$ cat src/hw/rtl/lbr_pkg.sv
package lbr_pkg;

  localparam int COORD_BITS = 12;
  localparam int DEC_BITS   = COORD_BITS + 3;
  localparam int STEP_BITS  = COORD_BITS + 1;

  typedef logic [COORD_BITS-1:0]      coord_t;
  typedef logic signed [DEC_BITS-1:0] dec_t;
  typedef logic [STEP_BITS-1:0]       steps_t;

  // opcodes of the input beat
  localparam logic OP_START   = 1'b0;
  localparam logic OP_ADVANCE = 1'b1;

  // per-line constants worked out from the two endpoints
  typedef struct packed {
    coord_t major_delta;
    coord_t minor_delta;
    dec_t   decision_term;
    logic   x_step_negative;
    logic   y_step_negative;
    logic   y_is_major;
  } line_setup_t;

  // walker position and progress, before or after one step
  typedef struct packed {
    coord_t cur_x;
    coord_t cur_y;
    dec_t   decision_term;
    steps_t steps_left;
    logic   line_active;
  } walk_t;

endpackage

$ cat src/hw/rtl/lbr_in_if.sv
interface lbr_in_if;
  import lbr_pkg::*;

  logic   valid;
  logic   ready;
  logic   opcode;
  coord_t start_x;
  coord_t start_y;
  coord_t end_x;
  coord_t end_y;

  modport source (
    output valid, opcode, start_x, start_y, end_x, end_y,
    input  ready
  );

  modport sink (
    input  valid, opcode, start_x, start_y, end_x, end_y,
    output ready
  );

endinterface

$ cat src/hw/rtl/lbr_out_if.sv
interface lbr_out_if;
  import lbr_pkg::*;

  logic   valid;
  logic   ready;
  coord_t pixel_x;
  coord_t pixel_y;
  logic   last_pixel;

  modport source (
    output valid, pixel_x, pixel_y, last_pixel,
    input  ready
  );

  modport sink (
    input  valid, pixel_x, pixel_y, last_pixel,
    output ready
  );

endinterface

$ cat src/hw/rtl/line_bresenham_rasterizer_top.sv
// channel    dir  payload                                   beat accepted when
// line_in    in   opcode, start_x, start_y, end_x, end_y    valid && ready
// pixel_out  out  pixel_x, pixel_y, last_pixel              valid && ready
//
// one input beat per clock while input ready is high; a pixel beat leaves through the result register
// the path is one input register plus one result register around the step logic
// an advance with no line in progress is consumed and produces no pixel beat
// input ready drops only while a pixel is pending and the result register is held
// rst is synchronous, active high, and clears the valid flags and line_active
module line_bresenham_rasterizer_top (
  input logic      clk,
  input logic      rst,
  lbr_in_if.sink   line_in,
  lbr_out_if.source pixel_out
);
  import lbr_pkg::*;

  // input register
  logic   in_valid;
  logic   in_opcode;
  coord_t in_start_x;
  coord_t in_start_y;
  coord_t in_end_x;
  coord_t in_end_y;

  // line state
  line_setup_t line;
  walk_t       walk;

  // result register
  logic   out_valid;
  coord_t out_x;
  coord_t out_y;
  logic   out_last;

  line_setup_t setup_new;
  walk_t       walk_stepped;
  logic        is_start;
  logic        emits;
  logic        out_free;
  logic        fire;

  lbr_setup u_setup (
    .start_x (in_start_x),
    .start_y (in_start_y),
    .end_x   (in_end_x),
    .end_y   (in_end_y),
    .setup   (setup_new)
  );

  lbr_step u_step (
    .line (line),
    .cur  (walk),
    .nxt  (walk_stepped)
  );

  always_comb begin
    is_start = in_opcode == OP_START;
    // a start always produces a pixel, an advance only while a line is drawn
    emits    = is_start || walk.line_active;
    out_free = !out_valid || pixel_out.ready;
    // a beat with no pixel retires even while the output is stalled
    fire     = in_valid && (!emits || out_free);
  end

  assign line_in.ready        = !in_valid || fire;
  assign pixel_out.valid      = out_valid;
  assign pixel_out.pixel_x    = out_x;
  assign pixel_out.pixel_y    = out_y;
  assign pixel_out.last_pixel = out_last;

  // input register
  always_ff @(posedge clk) begin
    if (rst) begin
      in_valid <= 1'b0;
    end else if (line_in.ready) begin
      in_valid <= line_in.valid;
    end
    if (line_in.valid && line_in.ready) begin
      in_opcode  <= line_in.opcode;
      in_start_x <= line_in.start_x;
      in_start_y <= line_in.start_y;
      in_end_x   <= line_in.end_x;
      in_end_y   <= line_in.end_y;
    end
  end

  // line state update, one pixel per fired beat that emits one
  always_ff @(posedge clk) begin
    if (rst) begin
      walk.line_active <= 1'b0;
    end else if (fire && is_start) begin
      line                <= setup_new;
      walk.cur_x          <= in_start_x;
      walk.cur_y          <= in_start_y;
      walk.decision_term  <= setup_new.decision_term;
      walk.steps_left     <= steps_t'(setup_new.major_delta);
      walk.line_active    <= setup_new.major_delta != '0;
    end else if (fire && walk.line_active) begin
      walk <= walk_stepped;
    end
  end

  // result register
  always_ff @(posedge clk) begin
    if (rst) begin
      out_valid <= 1'b0;
    end else if (fire && emits) begin
      out_valid <= 1'b1;
    end else if (pixel_out.ready) begin
      out_valid <= 1'b0;
    end
    if (fire && is_start) begin
      out_x    <= in_start_x;
      out_y    <= in_start_y;
      // equal endpoints give a single-pixel line
      out_last <= setup_new.major_delta == '0;
    end else if (fire && walk.line_active) begin
      out_x    <= walk_stepped.cur_x;
      out_y    <= walk_stepped.cur_y;
      out_last <= !walk_stepped.line_active;
    end
  end

endmodule

$ cat src/hw/rtl/lbr_setup.sv
module lbr_setup (
  input  lbr_pkg::coord_t      start_x,
  input  lbr_pkg::coord_t      start_y,
  input  lbr_pkg::coord_t      end_x,
  input  lbr_pkg::coord_t      end_y,
  output lbr_pkg::line_setup_t setup
);
  import lbr_pkg::*;

  logic   x_neg;
  logic   y_neg;
  logic   y_major;
  coord_t dx;
  coord_t dy;
  coord_t major;
  coord_t minor;

  always_comb begin
    x_neg   = end_x < start_x;
    y_neg   = end_y < start_y;
    dx      = x_neg ? (start_x - end_x) : (end_x - start_x);
    dy      = y_neg ? (start_y - end_y) : (end_y - start_y);
    // a tie keeps x as the major axis
    y_major = dy > dx;
    major   = y_major ? dy : dx;
    minor   = y_major ? dx : dy;

    setup.major_delta     = major;
    setup.minor_delta     = minor;
    setup.decision_term   = dec_t'({2'b00, minor, 1'b0}) - dec_t'({3'b000, major});
    setup.x_step_negative = x_neg;
    setup.y_step_negative = y_neg;
    setup.y_is_major      = y_major;
  end

endmodule

$ cat src/hw/rtl/lbr_step.sv
module lbr_step (
  input  lbr_pkg::line_setup_t line,
  input  lbr_pkg::walk_t       cur,
  output lbr_pkg::walk_t       nxt
);
  import lbr_pkg::*;

  dec_t   gain_major;
  dec_t   gain_both;
  coord_t x_moved;
  coord_t y_moved;
  steps_t steps_dec;

  always_comb begin
    gain_major = dec_t'({2'b00, line.minor_delta, 1'b0});
    gain_both  = gain_major - dec_t'({2'b00, line.major_delta, 1'b0});
    x_moved    = line.x_step_negative ? (cur.cur_x - coord_t'(1)) : (cur.cur_x + coord_t'(1));
    y_moved    = line.y_step_negative ? (cur.cur_y - coord_t'(1)) : (cur.cur_y + coord_t'(1));
    steps_dec  = cur.steps_left - steps_t'(1);

    nxt = cur;
    if (cur.decision_term < 0) begin
      // major axis only
      nxt.decision_term = cur.decision_term + gain_major;
      if (line.y_is_major) begin
        nxt.cur_y = y_moved;
      end else begin
        nxt.cur_x = x_moved;
      end
    end else begin
      // diagonal step
      nxt.decision_term = cur.decision_term + gain_both;
      nxt.cur_x         = x_moved;
      nxt.cur_y         = y_moved;
    end
    nxt.steps_left  = steps_dec;
    nxt.line_active = steps_dec != '0;
  end

endmodule

$ cat src/flat_wrapper.sv
// flat-port wrapper written by rule: the top's interface ports become plain ports
module line_bresenham_rasterizer_top_flat import lbr_pkg::*;
  (clk, rst, line_in_valid, line_in_opcode, line_in_start_x, line_in_start_y, line_in_end_x, line_in_end_y, line_in_ready, pixel_out_valid, pixel_out_pixel_x, pixel_out_pixel_y, pixel_out_last_pixel, pixel_out_ready);
  lbr_in_if line_in_i ();
  lbr_out_if pixel_out_i ();
  input logic clk;
  input logic rst;
  input wire logic [$bits(line_in_i.valid)-1:0] line_in_valid;
  input wire logic [$bits(line_in_i.opcode)-1:0] line_in_opcode;
  input wire logic [$bits(line_in_i.start_x)-1:0] line_in_start_x;
  input wire logic [$bits(line_in_i.start_y)-1:0] line_in_start_y;
  input wire logic [$bits(line_in_i.end_x)-1:0] line_in_end_x;
  input wire logic [$bits(line_in_i.end_y)-1:0] line_in_end_y;
  output wire logic [$bits(line_in_i.ready)-1:0] line_in_ready;
  output wire logic [$bits(pixel_out_i.valid)-1:0] pixel_out_valid;
  output wire logic [$bits(pixel_out_i.pixel_x)-1:0] pixel_out_pixel_x;
  output wire logic [$bits(pixel_out_i.pixel_y)-1:0] pixel_out_pixel_y;
  output wire logic [$bits(pixel_out_i.last_pixel)-1:0] pixel_out_last_pixel;
  input wire logic [$bits(pixel_out_i.ready)-1:0] pixel_out_ready;
  assign line_in_i.valid = line_in_valid;
  assign line_in_i.opcode = line_in_opcode;
  assign line_in_i.start_x = line_in_start_x;
  assign line_in_i.start_y = line_in_start_y;
  assign line_in_i.end_x = line_in_end_x;
  assign line_in_i.end_y = line_in_end_y;
  assign line_in_ready = line_in_i.ready;
  assign pixel_out_valid = pixel_out_i.valid;
  assign pixel_out_pixel_x = pixel_out_i.pixel_x;
  assign pixel_out_pixel_y = pixel_out_i.pixel_y;
  assign pixel_out_last_pixel = pixel_out_i.last_pixel;
  assign pixel_out_i.ready = pixel_out_ready;
  line_bresenham_rasterizer_top u_core (.clk(clk), .rst(rst), .line_in(line_in_i), .pixel_out(pixel_out_i));
endmodule
$ cat config.mk
export PLATFORM = sky130hd
export DESIGN_NAME = line_bresenham_rasterizer_top_flat
export DESIGN_NICKNAME = d
export VERILOG_FILES = /design/src/hw/rtl/lbr_pkg.sv /design/src/hw/rtl/lbr_in_if.sv /design/src/hw/rtl/lbr_out_if.sv /design/src/hw/rtl/line_bresenham_rasterizer_top.sv /design/src/hw/rtl/lbr_setup.sv /design/src/hw/rtl/lbr_step.sv /design/src/flat_wrapper.sv
export SDC_FILE = /design/constraint.sdc
export NUM_CORES = 1
export LEC_CHECK = 0
export BUFFER_PORTS_ARGS = -buffer_cell sky130_fd_sc_hd__buf_2
export CAP_MARGIN = 20
export CORE_MARGIN = 3
export CORE_UTILIZATION = 40
export CTS_BUF_LIST = sky130_fd_sc_hd__clkbuf_2 sky130_fd_sc_hd__clkbuf_4 sky130_fd_sc_hd__clkbuf_8
export DETAILED_ROUTE_END_ITERATION = 12
export PLACE_DENSITY = 0.64
export SLEW_MARGIN = 20
export SYNTH_ARGS = -nofsm -noshare
export SYNTH_HDL_FRONTEND = slang
export SYNTH_SLANG_ARGS = --single-unit
export TNS_END_PERCENT = 10
$ cat constraint.sdc
create_clock -name clk -period 6.59 [get_ports clk]
set_input_delay 0.9885 -clock clk [delete_from_list [all_inputs] [get_ports clk]]
set_output_delay 0.9885 -clock clk [all_outputs]
set_load 0.05 [all_outputs]
* Yosys cells after proc, flatten, opt, wreduce, memory -nomap -nowiden *
Cells that the tools add are included.

operators by class
  $add $sub $neg = 13
  magnitude comparators = 4
  multiplexer cells = 19
  bitwise gates (word level) = 2
  reductions and logical operators = 20

operator list
  operator                                                      count
  2-to-1 mux 12 bit                                             12
  2-to-1 mux 53 bit                                             2
  subtractor 12 bit                                             4
  2-to-1 mux 39 bit                                             1
  adder 15 x 14 -> 15 bit                                       2
  adder 12 x 1 -> 12 bit (second input constant)                2
  less-than comparator 12 bit                                   2
  subtractor 12 x 1 -> 12 bit (second input constant)           2
  less-than comparator 15 x 1 -> 1 bit (second input constant)  1
  subtractor 13 x 12 -> 14 bit                                  1
  subtractor 13 x 13 -> 14 bit                                  1
  nonzero test 13 bit                                           1
  subtractor 13 x 1 -> 13 bit (second input constant)           1
  > comparator 12 bit                                           1
  logical NOT 12 bit                                            1
  nonzero test 12 bit                                           1
  logical AND 1 bit                                             5
  logical NOT 1 bit                                             4
  logical OR 1 bit                                              4
  2-to-1 mux 1 bit                                              4
  AND reduction 2 bit                                           2
  nonzero test 2 bit                                            2
  NOT 1 bit                                                     2

storage, ports and cells
  register bits after elaboration = 156
  output and inout port bits = 27

* Logic depth before layout (Yosys ltp) *
Gate-level depths: netlist of run 1.

  word-level depth = 8
  mapped depth = 32

* Hierarchy *
Synthesis of run 1 repeated with hierarchy kept, for this count alone.

second synthesis, totals
  cell total of the unflattened synthesis = 1277
  area, all modules = 12225.5 µm²

by module, submodules not included
  module                         times used  cells an instance  area an instance (µm²)  seq. area each (µm²)
  line_bresenham_rasterizer_top  1           360                5874.4                  5104.9
  lbr_setup                      1           497                3468.3                  0.0
  lbr_step                       1           420                2882.8                  0.0

* Least setup slack after synthesis of run 1 *
No wires, ideal clock.

  path type = flip-flop to flip-flop
  start = reg u_core.in_end_x[0]
  end = reg u_core.walk[26] (netlist bit) (data pin)
  arrival time = 5886 ps
  required time = 6320 ps
  setup slack = 434 ps
  cell stages (with the launch flop) = 30
  clock period less this slack = 6156 ps
  cell sequence = edfxtp_1 -> inv_1 -> ha_1 -> inv_1 -> fa_1 -> a21o_1 -> a22o_1 -> o21ai_1 -> nand2_2 -> o31ai_1 -> xor2_1 -> ha_1 -> a21oi_1 -> o21ai_1 -> a2111oi_0 -> a21oi_1 -> inv_1 -> mux2i_1 -> inv_1 -> fa_1 -> a21o_1 -> a21oi_1 -> o21bai_1 -> a21o_1 -> a21oi_1 -> o21ai_0 -> o41ai_1 -> xor2_1 -> nor2_1 -> a21oi_1

RTL lines
  element                   line                                  text
  start: declaration        line_bresenham_rasterizer_top.sv:23   coord_t in_end_x;
  start signal: assignment  line_bresenham_rasterizer_top.sv:83   in_end_x <= line_in.end_x;
  end signal: assignment    line_bresenham_rasterizer_top.sv:100  walk <= walk_stepped;
  end: declaration          line_bresenham_rasterizer_top.sv:28   walk_t walk;

==> flow_metrics.env, run 1 <==
export IMPL_status="completed"
export IMPL_clk_transition_reported_paths_ns=0.10
export IMPL_numPortBuffers=79
export IMPL_global_route_overflow_total=0
export IMPL_finish_net_count=1387
export IMPL_area_growth_syn_to_layout_pct=12.9
export IMPL_total_die_area_mm2=0.0297
export IMPL_setup_reg_to_reg_worst_slack_ns=0.36
export IMPL_seq_area_frac_synth_pct=41.7
export IMPL_cts_sinks=155
export IMPL_share_of_cells_above_drive_strength_1_pct=15.5
export IMPL_gpl_wtd_cong=0.863
export IMPL_clock_tree_buf_depth=2
export IMPL_crit_start="u_core.in_end_x[0]"
export IMPL_critical_path_max_stage_delay_ns=0.52
export IMPL_crit_type="reg -> reg"
export IMPL_syn_area_mm2=0.0111
export IMPL_netlist_instances=1118
export IMPL_cp_endpoint="u_core.walk[24]"
export IMPL_cts_made_buffers=17
export IMPL_multi_input_comb_area_mm2=0.00593
export IMPL_share_of_yosys_cell_area_claimed_by_the_top_area_cell_type_pct=41.2
export IMPL_critical_path_peak_fanout=19
export IMPL_dr_first_iter_drc_count=435
export IMPL_grt_use_total_pct=17.2
export IMPL_coreArea_mm2=0.0271
export IMPL_die_height_um=172
export IMPL_tritoncts="done"
export IMPL_slew_headroom_pct=29.8
export IMPL_grt_start_max_net_pins=52
export IMPL_dpl_hpwl_um=18800
export IMPL_detailroute_via_count=8269
export IMPL_cp_required_ns=6.79
export IMPL_wire_per_inst_um=15.5
export IMPL_avgSynthCellArea_um2=9.91
export IMPL_post_route_drc_count=0
export IMPL_yosys_area_top_type="edfxtp_1"
export IMPL_crit_slowest_cell="or4_1"
export IMPL_finalCriticalPeriod_ns=6.23
export IMPL_placement_setup_worst_slack_ns=-0.0400
export IMPL_fp_dieW_um=172
export IMPL_setup_slack_ns=0.364
export IMPL_worst_r2r_startpoint="u_core.in_end_x[0]"
export IMPL_postSynthNetCount=1296
export IMPL_static_power_due_to_leakage_nw=5.31
export IMPL_ioPinCount=80
export IMPL_antenna_found_initial=0
export IMPL_crit_path_start_kind="register"
export IMPL_crit_reg2reg_capture="u_core.walk[24]"
export IMPL_ant_nets=0
export IMPL_filler_cell_count=2582
export IMPL_syn_warnings=0
export IMPL_synth_area_leaders="edfxtp_1 41%, ha_1 13%, a21oi_1 4.7%, inv_1 4.0%, xnor2_1 3.9%"
export IMPL_worstSkewPairLatency_ns=0.46
export IMPL_clock_skew_final_ns=0.0148
export IMPL_maxClockFrequency_mhz=161
export IMPL_synth_ff_latch_count=155
export IMPL_report_final_setup_viol=0
export IMPL_antenna_diode_count=0
export IMPL_drt_pass1_iterations=6
export IMPL_pwr_density_cell_mw_per_mm2=313
export IMPL_seq_area_mm2=0.00462
export IMPL_maxCapViolations=0
export IMPL_hold_path_class="reg -> reg"
export IMPL_report_final_slew_viol_count=0
export IMPL_vias_in_the_first_global_route=8115
export IMPL_grt_first_pass_wirelength_um=40700
export IMPL_finalHoldViolCount=0
export IMPL_initial_core_util_pct=40.9
export IMPL_yosys_most_used_dff="edfxtp_1"
export IMPL_arrival_ns=6.42
export IMPL_tightest_slew_ns=1.05
export IMPL_rows=60
export IMPL_route_detailed_vias_per_inst=5.19
export IMPL_layout_worst_path_cycle_share_pct=94.5
export IMPL_netlist_cell_type_count=71
export IMPL_clock_tree_htree_level_count=4
export IMPL_end_kind="register"
export IMPL_ir_worst_vdd_mv=0.201
export IMPL_final_core_util_pct=46.2
export IMPL_wirelength_um=24700
export IMPL_synthArstFlopShare_pct=0
export IMPL_number_of_enable_type_register_cells_in_the_synthesized_netlist=152
export IMPL_cts_root_buf="clkbuf_8"
export IMPL_ff2ff_path_depth=29
[cell usage in the layout (no fill, tap or decap), drive strengths merged, types with 4 or more instances in the layout]
| master | count |
|---|---|
| a211oi | 11 |
| a21boi | 7 |
| a21o | 21 |
| a21oi | 107 |
| a31oi | 10 |
| and3 | 10 |
| buf | 104 |
| clkbuf | 17 |
| clkinv | 4 |
| edfxtp | 152 |
| fa | 9 |
| ha | 116 |
| inv | 127 |
| mux2 | 5 |
| mux2i | 24 |
| nand2 | 63 |
| nand2b | 15 |
| nand3 | 19 |
| nand4 | 8 |
| nor2 | 87 |
| nor2b | 17 |
| nor3 | 23 |
| nor4 | 6 |
| o211ai | 7 |
| o21a | 8 |
| o21ai | 77 |
| o21ba | 4 |
| o21bai | 13 |
| o22ai | 4 |
| o31ai | 14 |
| o41ai | 4 |
| or2 | 7 |
| or3 | 5 |
| xnor2 | 49 |
| xor2 | 27 |
[layout make-up]
| class | count | area share, % |
|---|---|---|
| sequential | 155 | 37.0 |
| clock buffer | 17 | 1.87 |
| clock inverter | 15 | 1.49 |
| tap | 372 | 3.72 |
| inverter | 122 | 3.68 |
| timing repair buffer | 104 | 4.88 |
| multi-input combinational | 809 | 47.4 |
[metal layers]
layer  global-route usage (%)  vias to the layer above  wire, um
met5                        0                        -         0
met4                     4.44                        0       287
met3                     2.51                       20       732
met2                     29.4                      134     12100
met1                     23.0                     3928     11600
li1                         -                     4187         -
[registers in the layout, indices dropped and copies added (netlist names)]
register,flops
u_core.in_end_x,12
u_core.pixel_out.pixel_y,12
u_core.walk,52
u_core.line,27
u_core.pixel_out.pixel_x,12
u_core.in_opcode,1
u_core.in_start_x,12
u_core.in_end_y,12
u_core.in_start_y,12
u_core.pixel_out.valid,1
u_core.in_valid,1
u_core.pixel_out.last_pixel,1
[stage by stage]
stage | setup TNS [ns] | std cells | total power, mW | hold WS, ns | instance area (um2)
final | 0 | 1594 | 3.92 | 0.518 | 12500
after global routing | -0.0720 | 1594 | 4.20 | 0.544 | 12500
after CTS | 0 | 1592 | 3.89 | 0.521 | 12400
after detailed placement | -0.0400 | 1560 | 3.08 | 0.512 | 12000
after global placement | 0 | 1560 | 3.06 | 0.483 | 12000
after floorplan | 0 | 1118 | 2.59 | 0.464 | 11100
[cells in the mapped netlist, types with 4 or more instances]
| cell type | n |
|---|---|
| edfxtp_1 | 152 |
| inv_1 | 118 |
| ha_1 | 116 |
| a21oi_1 | 103 |
| nor2_1 | 87 |
| o21ai_0 | 65 |
| nand2_1 | 62 |
| xnor2_1 | 49 |
| xor2_1 | 26 |
| mux2i_1 | 24 |
| nor3_1 | 23 |
| a21o_1 | 21 |
| nand3_1 | 19 |
| clkbuf_1 | 18 |
| nor2b_1 | 17 |
| nand2b_1 | 15 |
| o21bai_1 | 13 |
| o31ai_1 | 13 |
| a211oi_1 | 11 |
| a31oi_1 | 10 |
| and3_1 | 10 |
| fa_1 | 9 |
| buf_2 | 8 |
| nand4_1 | 8 |
| o21a_1 | 8 |
| o21ai_1 | 8 |
| o211ai_1 | 7 |
| or2_2 | 7 |
| nor4_1 | 6 |
| a21boi_0 | 5 |
| mux2_2 | 5 |
| or3_1 | 5 |
| buf_1 | 4 |
| inv_2 | 4 |
| o21ai_2 | 4 |
| o21ba_2 | 4 |
| o22ai_1 | 4 |
[what timing repair did]
action                     CTS  global route
gates resized for setup      1            12
pin swaps                    0             1
cloned                       0             0
setup endpoints to repair    1             8
hold buffers                 0             0
buffers inserted             0             1
[report_power, final]
part / switching, mW / internal [mW] / total, mW
Clock: 0.399 / 0.382 / 0.781
Combinational: 1.13 / 0.786 / 1.92
Sequential: 0.0267 / 1.19 / 1.22
Total: 1.56 / 2.36 / 3.92
[worst min path at each step]
| stage | start | end | slack (ns) | depth (start not counted) |
|---|---|---|---|---|
| after floorplan | u_core.in_valid | u_core.walk[0] | 0.46 | 1 |
| after global placement | u_core.walk[0] | u_core.walk[0] | 0.48 | 2 |
| after detailed placement | u_core.walk[0] | u_core.walk[0] | 0.51 | 2 |
| after CTS | u_core.walk[0] | u_core.walk[0] | 0.52 | 2 |
| after global routing | u_core.in_valid | u_core.walk[0] | 0.54 | 1 |
| final | u_core.walk[0] | u_core.walk[0] | 0.52 | 2 |
[kinds of logic (layout without fill, tap and decap cells)]
| group | count (synthesis) | in the layout | share of synthesized area (%) |
|---|---|---|---|
| simple gates | 272 | 272 | 11.7 |
| buf+inv | 154 | 258 | 5.44 |
| fa+ha+maj | 125 | 125 | 14.7 |
| xor+xnor | 76 | 76 | 6.07 |
| mux | 29 | 29 | 2.68 |
| compound gates | 307 | 307 | 17.6 |
| flops | 155 | 155 | 41.7 |
[worst max-delay path: cells and delay by family (launching register included)]
kind | cells | cell delay (ns)
buffers and inverters | 5 | 0.57
adder cells (fa/ha/maj) | 4 | 1.33
AO/OA/AOI/OAI | 14 | 2.37
AND/OR/NAND/NOR | 6 | 1.28
flip-flops | 1 | 0.40
Power figures use the tool's default switching activity.
==> run 2: changes to the inputs <==
--- a/config.mk
+++ b/config.mk
@@ -7,11 +7,12 @@
 export LEC_CHECK = 0
 export BUFFER_PORTS_ARGS = -buffer_cell sky130_fd_sc_hd__buf_2
 export CAP_MARGIN = 20
-export CORE_MARGIN = 3
-export CORE_UTILIZATION = 40
+export CORE_ASPECT_RATIO = 1.5
+export CORE_MARGIN = 5
+export CORE_UTILIZATION = 57
 export CTS_BUF_LIST = sky130_fd_sc_hd__clkbuf_2 sky130_fd_sc_hd__clkbuf_4 sky130_fd_sc_hd__clkbuf_8
 export DETAILED_ROUTE_END_ITERATION = 12
-export PLACE_DENSITY = 0.64
+export PLACE_DENSITY = 0.84
 export SLEW_MARGIN = 20
 export SYNTH_ARGS = -nofsm -noshare
 export SYNTH_HDL_FRONTEND = slang
==> flow_metrics.env, run 2 (synthesized netlist as in run 1, its figures left out) <==
export IMPL_status="completed"
export IMPL_dr_first_iter_drc_count=525
export IMPL_fp_dieW_um=124
export IMPL_final_core_util_pct=64.0
export IMPL_grt_use_total_pct=23.5
export IMPL_layout_cells_most_common_list="152 x edfxtp_1, 117 x inv_1, 116 x ha_1, 99 x a21oi_1, 84 x nor2_1"
export IMPL_rows=62
export IMPL_arrival_ns=6.44
export IMPL_route_detailed_vias_per_inst=5.82
export IMPL_die_height_um=181
export IMPL_cts_root_buf="clkbuf_8"
export IMPL_instances_no_fill=1473
export IMPL_area_growth_syn_to_layout_pct=10.7
export IMPL_clock_tree_htree_level_count=4
export IMPL_grt_setup_unrepaired="false"
export IMPL_pwr_density_cell_mw_per_mm2=314
export IMPL_maxCapViolations=0
export IMPL_crit_slowest_cell="or4_1"
export IMPL_slew_headroom_pct=33.6
export IMPL_wire_per_inst_um=17.4
export IMPL_total_switching_power_mw=1.53
export IMPL_tightest_slew_ns=0.997
export IMPL_share_of_cells_above_drive_strength_1_pct=15.3
export IMPL_post_route_drc_count=0
export IMPL_sequential_power_share_pct=31.6
export IMPL_antenna_diode_count=0
export IMPL_filler_cell_count=1514
export IMPL_cell_count_after_placement=1441
export IMPL_coreArea_mm2=0.0192
export IMPL_initial_core_util_pct=57.8
export IMPL_share_clk_of_total_power_pct=18.9
export IMPL_post_cts_hold_buffer_count=0
export IMPL_report_final_setup_viol=0
export IMPL_finish_net_count=1382
export IMPL_end_kind="register"
export IMPL_register_bank_with_the_most_flops="u_core.walk"
export IMPL_grt_start_max_net_pins=52
export IMPL_total_die_area_mm2=0.0224
export IMPL_cts_sinks=155
export IMPL_wirelength_um=25600
export IMPL_gpl_wtd_cong=0.914
export IMPL_worstSkewPairLatency_ns=0.47
export IMPL_ioPinCount=80
export IMPL_cpLargestDelayFamily="compound AO/OA/AOI/OAI gates"
export IMPL_comb_power_share_pct=49.5
export IMPL_clk_transition_reported_paths_ns=0.09
export IMPL_dpl_hpwl_um=19100
export IMPL_numPortBuffers=79
export IMPL_vias_in_the_first_global_route=8765
export IMPL_switching_share_pct=39.6
export IMPL_cts_made_buffers=17
export IMPL_ir_worst_vdd_mv=0.227
export IMPL_maxClockFrequency_mhz=161
export IMPL_crit_path_start_kind="register"
export IMPL_grt_first_pass_wirelength_um=41600
export IMPL_global_route_overflow_total=0
export IMPL_tritoncts="done"
export IMPL_hold_path_class="reg -> reg"
export IMPL_crit_path_frequent_cell="a21oi_2"
export IMPL_report_final_slew_viol_count=0
export IMPL_clock_tree_buf_depth=2
export IMPL_layout_worst_path_cycle_share_pct=94.3
export IMPL_antenna_found_initial=0
export IMPL_finalCriticalPeriod_ns=6.22
export IMPL_layout_top_registers="u_core.walk (52), u_core.line (27)"
export IMPL_post_cts_setup_buffer_count=0
export IMPL_critical_path_max_stage_delay_ns=0.52
export IMPL_clock_skew_final_ns=0.0200
export IMPL_finalSetupTns_ns=0
export IMPL_final_common_cell="edfxtp_1"
export IMPL_crit_type="reg -> reg"
export IMPL_ant_nets=0
export IMPL_cell_internal_pwr_mw=2.33
export IMPL_worst_hold_slack_ns=0.514
export IMPL_critical_path_peak_fanout=4
export IMPL_drt_pass1_iterations=6
export IMPL_static_power_due_to_leakage_nw=5.28
export IMPL_cp_required_ns=6.81
export IMPL_flip_flop_count_of_the_largest_register_after_layout=52
export IMPL_detailroute_via_count=8572
export IMPL_cp_buffers_inverters=4
export IMPL_finalHoldViolCount=0
[run 2: cell types whose count changed in the layout (fill, tap and decap cells not counted), sizes merged]
| cell | before | now |
|---|---|---|
| inv | 127 | 123 |
| clkbuf | 17 | 22 |
| buf | 104 | 99 |
| clkinvlp | 3 | 2 |
| bufinv | 3 | 2 |
| clkinv | 4 | 5 |
[run 2: power by group through the flow]
stage	clock network [mW]	logic, mW	registers [mW]
floorplan	0	1.33	1.25
global placement	0	1.76	1.24
detailed placement	0	1.81	1.24
CTS	0.733	1.84	1.22
global route	0.789	2.09	1.22
finish	0.728	1.91	1.22
[run 2: layout make-up]
cell class / count / area, um2 / area share [%]
tap: 256 / 320 / 2.61
multi-input combinational: 809 / 5920 / 48.3
clock inverter: 10 / 116 / 0.948
clock buffer: 22 / 284 / 2.31
sequential: 155 / 4620 / 37.7
inverter: 122 / 458 / 3.73
timing repair buffer: 99 / 546 / 4.45
[run 2: routing by layer]
| layer | share of wire [%] | wire (um) | vias up | global-route usage [%] |
|---|---|---|---|---|
| li1 | - | - | 4176 | - |
| met1 | 38 | 9660 | 4095 | 25.6 |
| met2 | 54 | 13900 | 239 | 43.6 |
| met3 | 4.0 | 1040 | 62 | 3.75 |
| met4 | 3.8 | 960 | 0 | 10.2 |
| met5 | 0 | 0 | - | 0 |
[run 2: per-stage QoR]
stage	area [um2]	total power [mW]	setup slack (ns)
detailed placement	11800	3.06	-0.0669
finish	12300	3.86	0.373
global route	12300	4.10	0.0410
CTS	12200	3.79	0.00530
floorplan	11100	2.59	0.434
global placement	11800	3.00	0.0709
[run 2: final timing paths]
check	slack, ns	to	depth (start not counted)	startpoint
setup / recovery	0.37	u_core.walk[24]	28	u_core.in_end_x[0]
hold / removal	0.51	u_core.walk[0]	1	u_core.in_valid
setup reg to reg	0.37	u_core.walk[24]	28	u_core.in_end_x[0]
hold reg to reg	0.51	u_core.walk[0]	1	u_core.in_valid
[run 2: worst reg2reg max path: cells and delay by family (launching register included)]
family / cells / cell delay (ns)
muxes: 1 / 0.35
buffers and inverters: 4 / 0.43
AOI/OAI and AO/OA: 14 / 2.43
and+or+nand+nor: 5 / 1.12
adders and majority gates: 4 / 1.25
DFF: 1 / 0.40
[run 2: what timing repair did]
action | CTS | global route
endpoints found under the setup margin | 2 | 8
resized for setup | 1 | 11
cloned | 0 | 0
pin swaps | 0 | 1
==> run 3: changes to the inputs <==
--- a/config.mk
+++ b/config.mk
@@ -9,10 +9,11 @@
 export CAP_MARGIN = 20
 export CORE_ASPECT_RATIO = 1.5
 export CORE_MARGIN = 5
-export CORE_UTILIZATION = 57
+export CORE_UTILIZATION = 55
 export CTS_BUF_LIST = sky130_fd_sc_hd__clkbuf_2 sky130_fd_sc_hd__clkbuf_4 sky130_fd_sc_hd__clkbuf_8
 export DETAILED_ROUTE_END_ITERATION = 12
-export PLACE_DENSITY = 0.84
+export MAX_ROUTING_LAYER = met4
+export PLACE_DENSITY = 0.79
 export SLEW_MARGIN = 20
 export SYNTH_ARGS = -nofsm -noshare
 export SYNTH_HDL_FRONTEND = slang
==> constraint.sdc (replaced) <==
create_clock -name clk -period 6.5 [get_ports clk]
set_input_delay 0.975 -clock clk [delete_from_list [all_inputs] [get_ports clk]]
set_output_delay 0.975 -clock clk [all_outputs]
set_load 0.05 [all_outputs]
==> flow_metrics.env, run 3 (synthesized netlist as in run 1, its figures left out) <==
export IMPL_status="completed"
export IMPL_dpl_hpwl_um=19300
export IMPL_slew_headroom_pct=35.1
export IMPL_report_final_setup_viol=0
export IMPL_ir_worst_vdd_mv=0.267
export IMPL_clock_skew_final_ns=0.0268
export IMPL_final_core_util_pct=63.2
export IMPL_hold_path_class="reg -> reg"
export IMPL_cts_root_buf="clkbuf_8"
export IMPL_crit_slowest_cell="or4_4"
export IMPL_worstSkewPairLatency_ns=0.50
export IMPL_arrival_ns=6.46
export IMPL_finalCriticalPeriod_ns=6.21
export IMPL_flip_flop_count_of_the_largest_register_after_layout=52
export IMPL_cts_sinks=155
export IMPL_static_power_due_to_leakage_nw=5.38
export IMPL_finish_net_count=1396
export IMPL_wirelength_um=26000
export IMPL_placement_setup_worst_slack_ns=0.0848
export IMPL_cpLargestDelayFamily="compound AO/OA/AOI/OAI gates"
export IMPL_report_final_slew_viol_count=0
export IMPL_wire_per_inst_um=17.4
export IMPL_tightest_slew_ns=0.974
export IMPL_grt_start_max_net_pins=52
export IMPL_final_common_cell="edfxtp_1"
export IMPL_finalPower_mw=4.06
export IMPL_total_die_area_mm2=0.0232
export IMPL_area_growth_syn_to_layout_pct=12.8
export IMPL_critical_path_max_stage_delay_ns=0.50
export IMPL_critical_path_peak_fanout=21
export IMPL_layout_cells_most_common_list="152 x edfxtp_1, 117 x inv_1, 116 x ha_1, 98 x a21oi_1, 84 x nor2_1"
export IMPL_grt_use_total_pct=23.6
export IMPL_crit_type="reg -> reg"
export IMPL_share_of_cells_above_drive_strength_1_pct=17.2
export IMPL_end_kind="register"
export IMPL_filler_cell_count=1637
export IMPL_ioPinCount=80
export IMPL_rows=63
export IMPL_cp_required_ns=6.75
export IMPL_clock_tree_htree_level_count=4
export IMPL_multi_input_comb_area_mm2=0.00598
export IMPL_cts_made_buffers=17
export IMPL_crit_path_start_kind="register"
export IMPL_antenna_found_initial=0
export IMPL_maxClockFrequency_mhz=161
export IMPL_setup_slack_ns=0.291
export IMPL_initial_core_util_pct=56.0
export IMPL_tritoncts="done"
export IMPL_finalHoldViolCount=0
export IMPL_postLayoutCellArea_mm2=0.0125
export IMPL_layout_worst_path_cycle_share_pct=95.5
export IMPL_worst_hold_slack_ns=0.507
export IMPL_clock_tree_buf_depth=2
export IMPL_coreArea_mm2=0.0198
export IMPL_fp_dieW_um=126
export IMPL_detailed_place_area_mm2=0.0119
export IMPL_cp_buffers_inverters=6
export IMPL_gpl_wtd_cong=0.935
export IMPL_vias_in_the_first_global_route=8986
export IMPL_numPortBuffers=79
export IMPL_route_detailed_vias_per_inst=5.80
export IMPL_detailroute_via_count=8642
export IMPL_clk_transition_reported_paths_ns=0.11
export IMPL_register_bank_with_the_most_flops="u_core.walk"
export IMPL_dr_first_iter_drc_count=504
export IMPL_pwr_density_cell_mw_per_mm2=324
export IMPL_seq_area_mm2=0.00462
export IMPL_grt_first_pass_wirelength_um=42500
export IMPL_layout_top_registers="u_core.walk (52), u_core.line (27)"
export IMPL_post_route_drc_count=0
export IMPL_ant_nets=0
export IMPL_global_route_overflow_total=0
export IMPL_die_height_um=184
export IMPL_drt_pass1_iterations=7
export IMPL_antenna_diode_count=0
export IMPL_maxCapViolations=0
run 3: through the flow:
stage	std cells	TNS [ns]
after floorplan	1118	0
after global placement	1452	0
after detailed placement	1452	0
after CTS	1484	0
after global routing	1491	-0.131
final	1491	0
run 3: power by group:
group	total (mW)	internal (mW)	leakage, nW	switching (mW)
Sequential	1.24	1.21	1.44	0.0295
Combinational	1.99	0.830	3.73	1.16
Clock	0.832	0.425	0.211	0.407
run 3: worst paths after layout:
kind	slack, ns	cells after the start	to	startpoint
worst max-delay path	0.29	32	u_core.walk[26]	u_core.in_end_x[0]
worst min-delay path	0.51	2	u_core.walk[0]	u_core.walk[0]
worst max register to register	0.29	32	u_core.walk[26]	u_core.in_end_x[0]
worst min register to register	0.51	2	u_core.walk[0]	u_core.walk[0]
run 3: worst min-delay path, cell delays in order (launching register included):
cell and delay [ns]:
dfxtp_1 0.32, nor2_1 0.10, a311oi_1 0.05
run 3: layout make-up:
class | instances | area share, %
inverters | 122 | 3.70
multi-input cells | 809 | 47.8
clock inverters | 15 | 1.69
well taps | 260 | 2.60
clock buffers | 17 | 1.87
repair buffers | 113 | 5.30
flip-flops and latches | 155 | 37.0
run 3: routing by layer:
metal | wire (um) | track usage, %
met1 | 9760 | 24.5
met5 | 0 | -
met3 | 1100 | 3.87
met2 | 14000 | 43.1
met4 | 1120 | 11.1
run 3: what timing repair did:
| action | in CTS | in global routing |
|---|---|---|
| gates resized for setup | 0 | 30 |
| setup buffers | 0 | 7 |
| hold buffers | 0 | 0 |
| setup endpoints to repair | 0 | 8 |
